--- src/hdl/vzwp_pkg.sv ---
// vzwp_pkg: shared types and constants for the zoom window placer
// no dependencies
`default_nettype none
package vzwp_pkg;
  localparam int unsigned DIM_BITS = 12;
  localparam int unsigned CFG_IDX_BITS = 3;
  localparam logic [CFG_IDX_BITS-1:0] REG_OUTPUT_MODE = 3'd0;
  localparam logic [CFG_IDX_BITS-1:0] REG_MIN_W_720   = 3'd1;
  localparam logic [CFG_IDX_BITS-1:0] REG_MIN_H_720   = 3'd2;
  localparam logic [CFG_IDX_BITS-1:0] REG_MIN_W_1080  = 3'd3;
  localparam logic [CFG_IDX_BITS-1:0] REG_MIN_H_1080  = 3'd4;
  localparam int unsigned MAX_ZOOM = 5;
  localparam int unsigned OW = 11;
  localparam int unsigned QW = 23;
endpackage
`default_nettype wire

--- src/hdl/vzwp_div.sv ---
// vzwp_div: pipelined restoring divider, one quotient bit per stage
// depends on vzwp_pkg
`default_nettype none
module vzwp_div (
  input  wire logic                    clk,
  input  wire logic                    en,
  input  wire logic [vzwp_pkg::QW-1:0] num,
  input  wire logic [12:0]             den,
  output logic [vzwp_pkg::OW-1:0]      quo
);
  localparam int unsigned QB = vzwp_pkg::OW + 1;
  localparam int unsigned RW = 14;
  logic [RW-1:0] rem_c [QB];
  logic [QB-1:0] num_c [QB];
  logic [12:0]   den_c [QB];
  logic [QB-1:0] q_c   [QB];
  logic [RW-1:0] rem_r [1:QB-1];
  logic [QB-1:0] num_r [1:QB-1];
  logic [12:0]   den_r [1:QB-1];
  logic [QB-1:0] q_r   [1:QB];
  logic [RW-1:0] trial [QB];
  logic [RW:0]   diff  [QB];

  always_comb begin
    rem_c[0] = RW'(num[vzwp_pkg::QW-1:QB]);
    num_c[0] = num[QB-1:0];
    den_c[0] = den;
    q_c[0]   = '0;
    for (int i = 1; i < QB; i++) begin
      rem_c[i] = rem_r[i];
      num_c[i] = num_r[i];
      den_c[i] = den_r[i];
      q_c[i]   = q_r[i];
    end
    for (int i = 0; i < QB; i++) begin
      trial[i] = {rem_c[i][RW-2:0], num_c[i][QB-1-i]};
      diff[i]  = {1'b0, trial[i]} - {2'b0, den_c[i]};
    end
  end

  for (genvar i = 0; i < QB; i++) begin : g_stage
    always_ff @(posedge clk) begin
      if (en) q_r[i+1] <= {q_c[i][QB-2:0], ~diff[i][RW]};
    end
    if (i < QB - 1) begin : g_carry
      always_ff @(posedge clk) begin
        if (en) begin
          rem_r[i+1] <= diff[i][RW] ? trial[i] : diff[i][RW-1:0];
          num_r[i+1] <= num_c[i];
          den_r[i+1] <= den_c[i];
        end
      end
    end
  end

  assign quo = q_r[QB][vzwp_pkg::OW-1:0];
endmodule
`default_nettype wire

--- src/hdl/vzwp_back.sv ---
// vzwp_back: fit into the output area and link placement, pipelined
// depends on vzwp_pkg and vzwp_div
`default_nettype none
module vzwp_back (
  input  wire logic        clk,
  input  wire logic        rst_n,
  input  wire logic        en,
  input  wire logic        b_vld,
  input  wire logic [2:0]  kmax,
  input  wire logic [11:0] sp,
  input  wire logic [11:0] sl,
  input  wire logic [11:0] el,
  input  wire logic [12:0] sw,
  input  wire logic [11:0] sh,
  input  wire logic        mode,
  input  wire logic        small_img,
  input  wire logic        flip,
  output logic             o_vld,
  output logic [129:0]     o_data
);
  localparam int unsigned LAT = vzwp_pkg::OW + 1;
  localparam int unsigned FW = 3 + 12*3 + 13 + 12;
  localparam int unsigned PW = FW + 11*2 + 4;
  logic [10:0] mw, mh;
  logic [vzwp_pkg::QW-1:0] a, b;
  logic wide;
  logic [vzwp_pkg::QW-1:0] num;
  logic [12:0] den;
  logic [PW-1:0] p_r [LAT];
  logic [LAT-1:0] v_r;
  logic [10:0] quo, ow, oh, mw_d, mh_d, ox, oy, first, hs, he, vs, add;
  logic [PW-1:0] pin, pout;
  logic wide_d, mode_d, small_d, flip_d;

  always_comb begin
    unique case ({mode, small_img})
      2'b00:   begin mw = 11'd1270; mh = 11'd720; end
      2'b01:   begin mw = 11'd640;  mh = 11'd360; end
      2'b10:   begin mw = 11'd1910; mh = 11'd1080; end
      default: begin mw = 11'd960;  mh = 11'd540; end
    endcase
    a = vzwp_pkg::QW'(mw) * vzwp_pkg::QW'(sh);
    b = vzwp_pkg::QW'(mh) * vzwp_pkg::QW'(sw);
    wide = a < b;
    num = wide ? a : b;
    den = wide ? sw : 13'(sh);
    pin = {kmax, sp, sl, el, sw, sh, mw, mh, wide, flip, mode, small_img};
  end

  vzwp_div u_div (.clk(clk), .en(en), .num(num), .den(den), .quo(quo));

  always_ff @(posedge clk) begin
    if (en) begin
      p_r[0] <= pin;
      for (int i = 1; i < LAT; i++) p_r[i] <= p_r[i-1];
    end
    if (!rst_n) v_r <= '0;
    else if (en) v_r <= {v_r[LAT-2:0], b_vld};
  end

  always_comb begin
    pout = p_r[LAT-1];
    mw_d = pout[25:15];
    mh_d = pout[14:4];
    wide_d = pout[3];
    flip_d = pout[2];
    mode_d = pout[1];
    small_d = pout[0];
    ow = wide_d ? mw_d : quo;
    oh = wide_d ? quo : mh_d;
    if (oh < 11'd31) oh = 11'd31;
    first = mode_d ? 11'd42 : 11'd26;
    ox = small_d ? (mode_d ? 11'd480 : 11'd320) : 11'd0;
    oy = small_d ? (mode_d ? 11'd270 : 11'd180) : 11'd0;
    vs = ((mh_d - oh) >> 1) + first + oy;
    hs = ((mw_d - ow) >> 1) + 11'd1;
    he = hs + ow - 11'd1;
    if (!flip_d) add = hs[0] ? 11'd4 : 11'd3;
    else add = he[0] ? 11'd3 : 11'd4;
    o_data = {pout[PW-1:26], ow, oh, hs + add + ox, he + add + ox, vs,
              vs + oh - 11'd1};
  end

  assign o_vld = v_r[LAT-1];
endmodule
`default_nettype wire

--- config.mk ---
export PLATFORM = sky130hd
export DESIGN_NAME = vzwp_back
export DESIGN_NICKNAME = d
export VERILOG_FILES = /design/src/hdl/vzwp_pkg.sv /design/src/hdl/vzwp_div.sv /design/src/hdl/vzwp_back.sv
export SDC_FILE = /design/constraint.sdc
export NUM_CORES = 2
export LEC_CHECK = 0
export ABC_AREA = 1
export BUFFER_PORTS_ARGS = -buffer_cell sky130_fd_sc_hd__buf_2
export CAP_MARGIN = 10
export CORE_MARGIN = 2
export CORE_UTILIZATION = 40
export CTS_CLUSTER_SIZE = 20
export DETAILED_ROUTE_END_ITERATION = 6
export GPL_ROUTABILITY_DRIVEN = 0
export PLACE_DENSITY = 0.58
export SLEW_MARGIN = 20
export SYNTH_ARGS = -nofsm -noshare
export SYNTH_HDL_FRONTEND = slang
export SYNTH_SLANG_ARGS = --single-unit
--- constraint.sdc ---
create_clock -name clk -period 22.8 [get_ports clk]
set_input_delay 4.56 -clock clk [delete_from_list [all_inputs] [get_ports clk]]
set_output_delay 4.56 -clock clk [all_outputs]
set_load 0.02 [all_outputs]
==> flow_metrics.tcl <==
set metrics [dict create \
    outcome "complete, no violations" \
    crit_slowest_cell "ha_1" \
    synthArstFlopShare 0 \
    synth_cell_type_count 57 \
    clock_latency_ps 770 \
    syn_to_final_growth_pct 12.8 \
    finalHoldViolations 0 \
    min_period_over_period 0.616 \
    finish.utilization 0.454 \
    synth_top_area_share 0.670 \
    path_buf_inv 11 \
    firstDrtPassIters 5 \
    postCtsHoldBufs 0 \
    hold_class "reg -> reg" \
    post_cts_buffers 0 \
    cts_resized 0 \
    htreeDepth 4 \
    cts_buffer_depth 3 \
    reg2reg_depth 13 \
    path_clk_slew_ps 60 \
    max_stage_delay_ps 580 \
    synth_top_cell_by_area "edfxtp_1" \
    numCtsBuffers 148 \
    syn-num-nets 5039 \
    grt_remaining_overflow 0 \
    crit_path_end "u_div.rem_r[0][16]" \
    io_pins 202 \
    grt_usage 0.130 \
    crit_cells 44 \
    hpwlAfterDp_mm 68.7 \
    start_kind "input pin" \
    cp.required_ps 23300 \
    diodes 0 \
    cp_max_fo 49 \
    vias 31613 \
    synth_commonest_cells "edfxtp_1 (1367), inv_1 (670), nand2_1 (504), ha_1 (382), nor2_1 (312)" \
    ys_seq_area_frac 0.674 \
    grt_antenna_before_repair 1 \
    root_buffer "clkbuf_16" \
    tritoncts "yes" \
    yosys_register_bits 1379 \
    multi_input_area_um2 16700 \
    slew_headroom 0.288 \
    die_w_um 395 \
    yosysMostFrequentCell "edfxtp_1" \
    drt-initial-drc-count 1880 \
    worstSetupEndpointType "flop" \
    r2r-end "u_div.rem_r[0][165]" \
    tns_ps 0 \
    synthTopCellsByArea "edfxtp_1 (67%), ha_1 (7.8%), fa_1 (5.3%), inv_1 (4.1%), nand2_1 (3.1%)" \
    regToRegSetupSlack_ps 18840 \
    fillers 13536 \
    wl_per_cell_um 14.7 \
    startpoint "small_img" \
    finalClockSkew_ps 55.9 \
    final-max-slew-violation-count 0 \
    cp.arrival_ps 14550 \
    grt_pass1_wl_mm 164 \
    ys.flop_type "edfxtp_1" \
    netlist_area_um2 61300 \
    seqCellArea_um2 41300 \
    grt_start_max_net_pins 193 \
    cp_top_family "adder cells" \
    syn_area_per_cell_um2 13.8 \
    rsz0062_at_grt "false" \
    drc 0 \
    drv_cap 0 \
    io_buffers 201 \
    period_minus_slack_ps 14060 \
    setup_viol 0 \
    drt-total-wl_mm 99.9 \
    nets 5283 \
    fp.coreArea_um2 152000 \
    worstMarginPinSlew_ps 1070 \
    clock.fmax_mhz 71.1 \
    start_util 0.403 \
    grt_pass1_vias 32148 \
    die_h_um 395 \
    rr_startpoint "u_div.den_r[0][130]" \
    syn_inst 4425 \
    die_area_um2 156000 \
    postRouteAntennaNets 0 \
    row_count 143 \
    ys_warn_count 0 \
    drive_above_1_share 0.106 \
    cts.sinks 1379 \
    criticalPathCategory "in -> reg" \
    vias_per_cell 4.64 \
    synth-edff-count 1367 \
]
cell families after synthesis:
| family | count (synthesis) | synth area share |
|---|---|---|
| buffers and inverters | 803 | 0.0539 |
| DFF | 1379 | 0.674 |
| and+or+nand+nor | 1009 | 0.0685 |
| muxes | 8 | 0.00143 |
| adders and majority gates | 543 | 0.131 |
| AOI/OAI and AO/OA | 475 | 0.0419 |
| xor gates and xnor gates | 208 | 0.0299 |
state kept, by name, summed over array words and instances, names as in the netlist:
| signal | cells |
|---|---|
| p_r | 960 |
| u_div.den_r | 143 |
| u_div.num_r | 55 |
| u_div.q_r | 66 |
| u_div.rem_r | 143 |
| v_r | 12 |
worst register-to-register path, delay by kind of cell, from the launching register on:
family,cells,cell delay (ps)
AOI/OAI and AO/OA,7,2020
and+or+nand+nor,2,180
buffers and inverters,1,70
adders and majority gates,2,650
DFF,1,390
muxes,1,420
cell type report:
| type | instances | area share |
|---|---|---|
| Tap cell | 2030 | 0.0368 |
| Multi-Input combinational cell | 2243 | 0.241 |
| Inverter | 675 | 0.0367 |
| Clock inverter | 84 | 0.0142 |
| Timing Repair Buffer | 222 | 0.0177 |
| Clock buffer | 182 | 0.0555 |
| Sequential cell | 1379 | 0.598 |
cell usage in the layout, fill, tap and decap left out, drive strengths merged, types with 5 or more instances in the layout:
master     n
clkbuf   182
fa       161
nor3       7
nand3    114
xnor2    107
a31oi     11
nand2    525
a31o       5
a21o       7
inv      677
nor2     318
clkinv    71
o21bai    11
nand4     15
buf      222
bufinv     8
a211oi     9
ha       382
or2       21
xor2     101
mux2       6
edfxtp  1367
a21oi    306
dfxtp     12
o21ai    111
per-stage QoR:
step | hold WS (ps) | setup slack, ps | area (um2) | cells
4_1_cts | 373 | 8920 | 69000 | 6813
2_1_floorplan | 400 | 10130 | 61300 | 4425
3_3_place_gp | 400 | 8380 | 64200 | 6547
3_5_place_dp | 405 | 8110 | 64200 | 6547
6_report | 382 | 8740 | 69100 | 6815
5_1_grt | 382 | 7720 | 69100 | 6815
worst min path at each step:
stage	cells after the start	end	from
after floorplan	0	p_r[0][100]	p_r[0][10]
after global placement	0	p_r[2][79]	p_r[1][349]
after detailed placement	0	p_r[0][132]	p_r[0][42]
after CTS	0	p_r[1][88]	p_r[0][358]
after global routing	0	p_r[1][88]	p_r[0][358]
final	0	u_div.q_r[1][30]	u_div.q_r[1][17]
per-layer routing:
layer / up-vias / part of all wire / GRT usage
met5: - / 0.00013 / 0
met4: 2 / 0.037 / 0.0563
met3: 198 / 0.050 / 0.0297
met2: 620 / 0.48 / 0.217
met1: 15194 / 0.43 / 0.162
li1: 15599 / - / -
Power is not shown: default switching activity piles up to over one toggle a cycle in this logic, so the estimate is an artifact.
