[src/hdl/vzwp_pkg.sv]
// vzwp_pkg: shared types and constants for the zoom window placer
// no dependencies
`default_nettype none
package vzwp_pkg;
  localparam int unsigned DIM_BITS = 12;
  localparam int unsigned CFG_IDX_BITS = 3;
  localparam logic [CFG_IDX_BITS-1:0] REG_OUTPUT_MODE = 3'd0;
  localparam logic [CFG_IDX_BITS-1:0] REG_MIN_W_720   = 3'd1;
  localparam logic [CFG_IDX_BITS-1:0] REG_MIN_H_720   = 3'd2;
  localparam logic [CFG_IDX_BITS-1:0] REG_MIN_W_1080  = 3'd3;
  localparam logic [CFG_IDX_BITS-1:0] REG_MIN_H_1080  = 3'd4;
  localparam int unsigned MAX_ZOOM = 5;
  localparam int unsigned OW = 11;
  localparam int unsigned QW = 23;
endpackage
`default_nettype wire

[src/hdl/vzwp_front.sv]
// vzwp_front: zoom classification, crop window and fit area selection
// depends on vzwp_pkg
`default_nettype none
module vzwp_front (
  input  wire logic                          clk,
  input  wire logic                          rst_n,
  input  wire logic                          in_vld,
  output logic                               in_rdy,
  input  wire logic [vzwp_pkg::DIM_BITS-1:0] image_width,
  input  wire logic [vzwp_pkg::DIM_BITS-1:0] image_height,
  input  wire logic [2:0]                    requested_zoom,
  input  wire logic                          flip_x,
  input  wire logic                          mode,
  input  wire logic [11:0]                   min_w,
  input  wire logic [11:0]                   min_h,
  output logic                               f_vld_r,
  input  wire logic                          f_rdy,
  output logic [2:0]                         kmax_r,
  output logic [11:0]                        sp_r,
  output logic [11:0]                        sl_r,
  output logic [11:0]                        el_r,
  output logic [12:0]                        sw_r,
  output logic [11:0]                        sh_r,
  output logic                               mode_r,
  output logic                               small_r,
  output logic                               flip_r
);
  localparam int unsigned DIM_BITS = vzwp_pkg::DIM_BITS;
  localparam int unsigned TW = DIM_BITS + 6;
  logic [2:0] kmax, z;
  logic [DIM_BITS-1:0] cw, ch, sp, hw, hh;
  logic [DIM_BITS:0] sw;
  logic [DIM_BITS-1:0] sh, sl, el;
  logic [2:0] kmax_nxt;

  assign in_rdy = !f_vld_r || f_rdy;

  always_comb begin
    kmax = 3'd0;
    for (int k = 1; k <= vzwp_pkg::MAX_ZOOM; k++) begin
      if ((TW'(image_width) >= (TW'(min_w) << k)) &&
          (TW'(image_height) >= (TW'(min_h) << k)))
        kmax = 3'(k);
    end
    if (requested_zoom > 3'(vzwp_pkg::MAX_ZOOM)) z = 3'd0;
    else z = (requested_zoom < kmax) ? requested_zoom : kmax;
    cw = image_width >> z;
    ch = image_height >> z;
    hw = image_width >> 1;
    hh = image_height >> 1;
    if (z == 3'd0) begin
      sw = {1'b0, image_width};
      sh = image_height;
      sp = '0;
      sl = DIM_BITS'(1);
      el = image_height;
    end else begin
      sw = {1'b0, cw} + (DIM_BITS+1)'(cw[0]);
      sh = ch;
      if (hw >= (cw >> 1) + DIM_BITS'(1)) sp = hw - (cw >> 1) - DIM_BITS'(1);
      else sp = '0;
      sp[0] = 1'b1;
      sl = hh - (ch >> 1) + DIM_BITS'(1);
      el = hh + (ch >> 1) + DIM_BITS'(ch[0]);
    end
    if (sw == '0) sw = (DIM_BITS+1)'(1);
    if (sh == '0) sh = DIM_BITS'(1);
    kmax_nxt = kmax;
  end

  always_ff @(posedge clk) begin
    if (!rst_n) begin
      f_vld_r <= 1'b0;
    end else if (in_rdy) begin
      f_vld_r <= in_vld;
    end
    if (in_vld && in_rdy) begin
      kmax_r  <= kmax_nxt;
      sp_r    <= 12'(sp);
      sl_r    <= 12'(sl);
      el_r    <= 12'(el);
      sw_r    <= 13'(sw);
      sh_r    <= 12'(sh);
      mode_r  <= mode;
      small_r <= mode ? (sh < DIM_BITS'(128)) : (sh < DIM_BITS'(64));
      flip_r  <= flip_x;
    end
  end

  assert property (@(posedge clk) disable iff (!rst_n)
    f_vld_r && !f_rdy |=> f_vld_r && $stable(sw_r) && $stable(sh_r))
    else $error("front result lost while stalled");
  assert property (@(posedge clk) disable iff (!rst_n)
    f_vld_r |-> sw_r != '0 && sh_r != '0)
    else $error("zero scaler size");
  assert property (@(posedge clk) disable iff (!rst_n)
    f_vld_r && kmax_r != 3'd0 |-> kmax_r <= 3'(vzwp_pkg::MAX_ZOOM))
    else $error("zoom code out of range");
endmodule
`default_nettype wire

[config.mk]
export PLATFORM = sky130hd
export DESIGN_NAME = vzwp_front
export DESIGN_NICKNAME = d
export VERILOG_FILES = /design/src/hdl/vzwp_pkg.sv /design/src/hdl/vzwp_front.sv
export SDC_FILE = /design/constraint.sdc
export NUM_CORES = 1
export LEC_CHECK = 0
export BUFFER_PORTS_ARGS = -buffer_cell sky130_fd_sc_hd__buf_2
export CAP_MARGIN = 10
export CORE_AREA = 2 2 134 136
export DETAILED_ROUTE_END_ITERATION = 12
export DIE_AREA = 0 0 136 138
export GPL_TIMING_DRIVEN = 0
export PLACE_DENSITY = 0.65
export SLEW_MARGIN = 10
export SYNTH_ARGS = -nofsm -noshare
export SYNTH_HDL_FRONTEND = slang
export SYNTH_SLANG_ARGS = --single-unit
[constraint.sdc]
create_clock -name clk -period 9.02 [get_ports clk]
set_input_delay 0.902 -clock clk [delete_from_list [all_inputs] [get_ports clk]]
set_output_delay 0.902 -clock clk [all_outputs]
set_load 0.02 [all_outputs]
==> key figures <==
Status
  – Status: completed

Detailed routing
  – Remaining design rule violation count: 0
  – Final antenna-violating net count: 0
  – Total number of vias: 6546
  – Iter 0 DRT Violations: 330
  – Wire length per cell: 16.44 microns
  – Count of TritonRoute iterations in the first routing pass: 5
  – Detailed-route vias per instance: 5.397
  – Drt total wl: between 15000 and 20000 microns

Synthesis
  – Count of flip-flops with a built-in enable after synthesis: 67
  – Biggest area consumer among synthesized cells: edfxtp_1
  – Count of synthesis-stage warnings from yosys: 0
  – Async set or reset register ratio after synthesis: 0
  – Mean area per synthesized cell: 9.146 sq um
  – Prevailing post-synth register cell: edfxtp_1
  – Count of state elements after synthesis: 68
  – Instance count of the mapped netlist: 842
  – Portion of the post-synthesis area used by sequential elements: 0.2639
  – Count of unique library cells instantiated by Yosys: 86
  – Top area cells in the synthesized netlist: edfxtp_1 26%, ha_1 24%, a21oi_1 4.0%, inv_1 3.8%, mux2i_1 3.6%
  – Yosys top cell area share: 0.2613
  – Post-synth net total: between 1000 and 1500
  – Cell area after synthesis: 0.007701 sq mm

Setup path
  – Delay of the slowest critical-path stage: 0.43 ns
  – R2R Setup Slk: ~7.6 ns
  – Crit path required time: 9.09 ns
  – RR Endpoint: el_r[4]
  – Cell type with the highest occurrence count on the critical path: ha_1
  – Start-to-end type of the worst setup path: primary input to flip-flop
  – Critical Path End: sp_r[9]
  – R2r worst-path depth: 3
  – Worst setup path startpoint: image_width[2]
  – Setup crit end kind: flip-flop
  – Type of element launching the critical path: primary input
  – Crit path max-delay cell type: buf_1
  – Maximum fanout count along the critical path: 10
  – RR Startpoint: f_vld_r
  – CP arrival: around 8.1 ns

Layout
  – P&R area growth vs syn: 15.65%
  – Antenna diode count: 0
  – Final-layout fill cell count: 1785
  – Layout net count: about 1200
  – Layout cell share with drive strength beyond 1: 0.1860

Pwr
  – Maximum vdd drop: 0.08992 mV
  – Power density cells: 150.8 mW/mm^2
  – Leakage: 4.217 nW

Timing
  – Final setup vio count: 0
  – Worst hold slack after final layout: around 0.54 ns
  – Setup Skew: 0.009597 ns
  – Measured slew at the worst slew-check pin: around 0.7 ns
  – Portion of the clock cycle consumed by the worst path in the final layout: 0.8956
  – Max-slew headroom: 0.5157
  – Number of pins with negative max-slew slack in the final report: 0
  – Total Negative Setup Slacks: 0 ns
  – F_max: 123.8 MHz
  – RSZ-0062 raised after global routing: false
  – Crit path time final: 8.079 ns
  – Number of hold violations in the final report: 0
  – Fin worst setup slack: 0.9413 ns

Clocking
  – Clock root buffer: clkbuf_16
  – Number of setup buffers added after CTS: 0
  – H-tree Lvls: 3
  – Sinks on Clock Net: 68
  – Latest clock arrival within the worst-skew pair: 0.34 ns
  – Quantity of gates resized following cts: 0
  – CTS tree: yes
  – Buffer depth of the longest clock path: 2
  – Clock Pin Slew Worst Setup and Hold Paths: 0.05 ns
  – Hold-fix buffers at CTS: 0
  – Clock buffers created by TritonCTS: 9

Global route
  – GRT Overall Usage: 0.2143
  – Global-route wire length before repair: approximately 32000 microns
  – Largest net degree at the start of global routing: 42
  – Leftover overflow at the end of global routing: 0
  – Vias in the first global route: 6375
  – Number of antenna violations at the first check in global routing: 0

Floorplan
  – Vertical die dimension: between 100 and 150 microns
  – Starting density of the core: 0.4392
  – Die area: 0.01877 sq mm
  – CORE AREA: 0.01753 sq mm
  – Horizontal die dimension: 136 microns
  – Number of top-level design ports: 126
  – Cell row count: 49

Worst hold path
  – Type of the worst min-delay path: flip-flop to flip-flop

Flow run
  – Max-cap check violation count: 0

Placement
  – Detailed Place HPWL: ~16000 microns
  – Final weighted congestion in routability-driven placement: 0.9697
  – Port Buffer Count: 125
  – Pre-CTS setup slack: 0.6425 ns
==> cell usage after synthesis (5+ instances only) <==
cell,instances
nor2_1,72
and4_1,7
nand4_1,8
o31ai_1,6
nor2b_1,12
nand2_1,63
o21ai_0,37
o21a_1,6
a21o_1,23
nor3_1,16
mux2i_1,28
nor4_1,5
xor2_1,13
inv_1,77
clkbuf_1,6
and2_1,8
a31oi_1,5
or2_2,5
and3_1,6
xnor2_1,26
buf_1,5
nand3_1,10
o21bai_1,10
ha_1,147
a21oi_1,62
edfxtp_1,67
nand2b_1,17
o22ai_1,5
==> layout by cell type, fill, tap and decap left out, types with 4 or more instances in the layout <==
| cell | synthesis | layout |
|---|---|---|
| o21ai_1 | 4 | 4 |
| nand3_1 | 10 | 10 |
| and2_1 | 8 | 7 |
| a21o_1 | 23 | 23 |
| fa_1 | 4 | 4 |
| mux2i_1 | 28 | 28 |
| xor2_1 | 13 | 13 |
| or2_2 | 5 | 5 |
| nand2_1 | 63 | 63 |
| buf_1 | 5 | 5 |
| inv_1 | 77 | 77 |
| nand2b_1 | 17 | 17 |
| buf_2 | 2 | 127 |
| clkbuf_16 | 0 | 9 |
| clkbuf_1 | 6 | 7 |
| ha_1 | 147 | 147 |
| nor2b_1 | 12 | 12 |
| xnor2_1 | 26 | 26 |
| o21ai_0 | 37 | 37 |
| o31ai_1 | 6 | 6 |
| a31oi_1 | 5 | 5 |
| nor2_1 | 72 | 72 |
| nor3_1 | 16 | 16 |
| and4_1 | 7 | 7 |
| and3_1 | 6 | 6 |
| nand4_1 | 8 | 8 |
| nor4_1 | 5 | 5 |
| o21a_1 | 6 | 6 |
| o22ai_1 | 5 | 5 |
| a21oi_1 | 62 | 62 |
| a22oi_1 | 4 | 4 |
| o21bai_1 | 10 | 10 |
| edfxtp_1 | 67 | 67 |
==> critical path, delay by kind of cell <==
family | cells | cell delay (ns)
xor gates and xnor gates | 1 | 0.15
and+or+nand+nor | 8 | 0.87
AOI/OAI and AO/OA | 15 | 3.21
adders and majority gates | 4 | 1.07
buffers and inverters | 8 | 1.96
==> worst min-delay path by stage <==
| stage | endpoint | slack (ns) | cells past startpoint | from |
|---|---|---|---|---|
| 2_1_floorplan | f_vld_r | 0.75 | 2 | f_vld_r |
| 3_3_place_gp | f_vld_r | 0.51 | 2 | f_vld_r |
| 3_5_place_dp | f_vld_r | 0.53 | 2 | f_vld_r |
| 4_1_cts | f_vld_r | 0.54 | 2 | f_vld_r |
| 5_1_grt | f_vld_r | 0.58 | 2 | f_vld_r |
| 6_report | f_vld_r | 0.54 | 2 | f_vld_r |
==> area by class of cell <==
| class | instances | area, sq um | share of cell area |
|---|---|---|---|
| multi-input cells | 680 | 5290 | 0.5940 |
| well taps | 229 | 286.5 | 0.03217 |
| plain buffers | 17 | 92.59 | 0.01040 |
| inverters | 77 | 289.0 | 0.03245 |
| flip-flops and latches | 68 | 2032 | 0.2282 |
| clock buffers | 10 | 229.0 | 0.02571 |
| repair buffers | 126 | 645.6 | 0.07249 |
| clock inverters | 6 | 41.29 | 0.004636 |
==> registers in the layout, indices dropped and copies added, names as in the netlist <==
register,cells
sw_r,13
mode_r,1
flip_r,1
sp_r,12
sl_r,12
sh_r,12
small_r,1
f_vld_r,1
el_r,12
kmax_r,3
==> metal layers <==
metal / global-route usage / up-vias / share of wire
met4: 0.05044 / 0 / 0.011
met1: 0.3051 / 3032 / 0.49
met2: 0.3470 / 150 / 0.46
li1: - / 3346 / -
met3: 0.02567 / 18 / 0.044
met5: 0 / - / 0
==> per-stage QoR <==
step	util	cell area, sq um	power [mW]	instances
global placement	0.4912	8613	1.019	1196
finish	0.5079	8906	1.343	1213
global route	0.5079	8906	1.442	1213
detailed placement	0.4925	8636	1.026	1197
floorplan	-	7701	0.8595	842
CTS	0.5079	8906	1.350	1213
==> logic make-up (layout without fill, tap and decap cells) <==
group | after synthesis | after routing | share of synthesized area
and+or+nand+nor | 253 | 253 | 0.1685
AOI/OAI and AO/OA | 205 | 205 | 0.1815
adders and majority gates | 151 | 151 | 0.2492
buffers and inverters | 94 | 236 | 0.04955
DFF | 68 | 68 | 0.2639
xor gates and xnor gates | 39 | 39 | 0.04435
muxes | 31 | 31 | 0.04257
other | 1 | 1 | 0.0004869
==> where the power goes <==
part	switching, mW	total, mW	internal [mW]	leakage [nW]
registers	0.00824	0.414	0.406	0.667
clock network	0.134	0.320	0.185	0.126
logic	0.373	0.610	0.236	3.42
total	0.516	1.34	0.827	4.22
No activity file was read; power rests on OpenSTA's default activity.
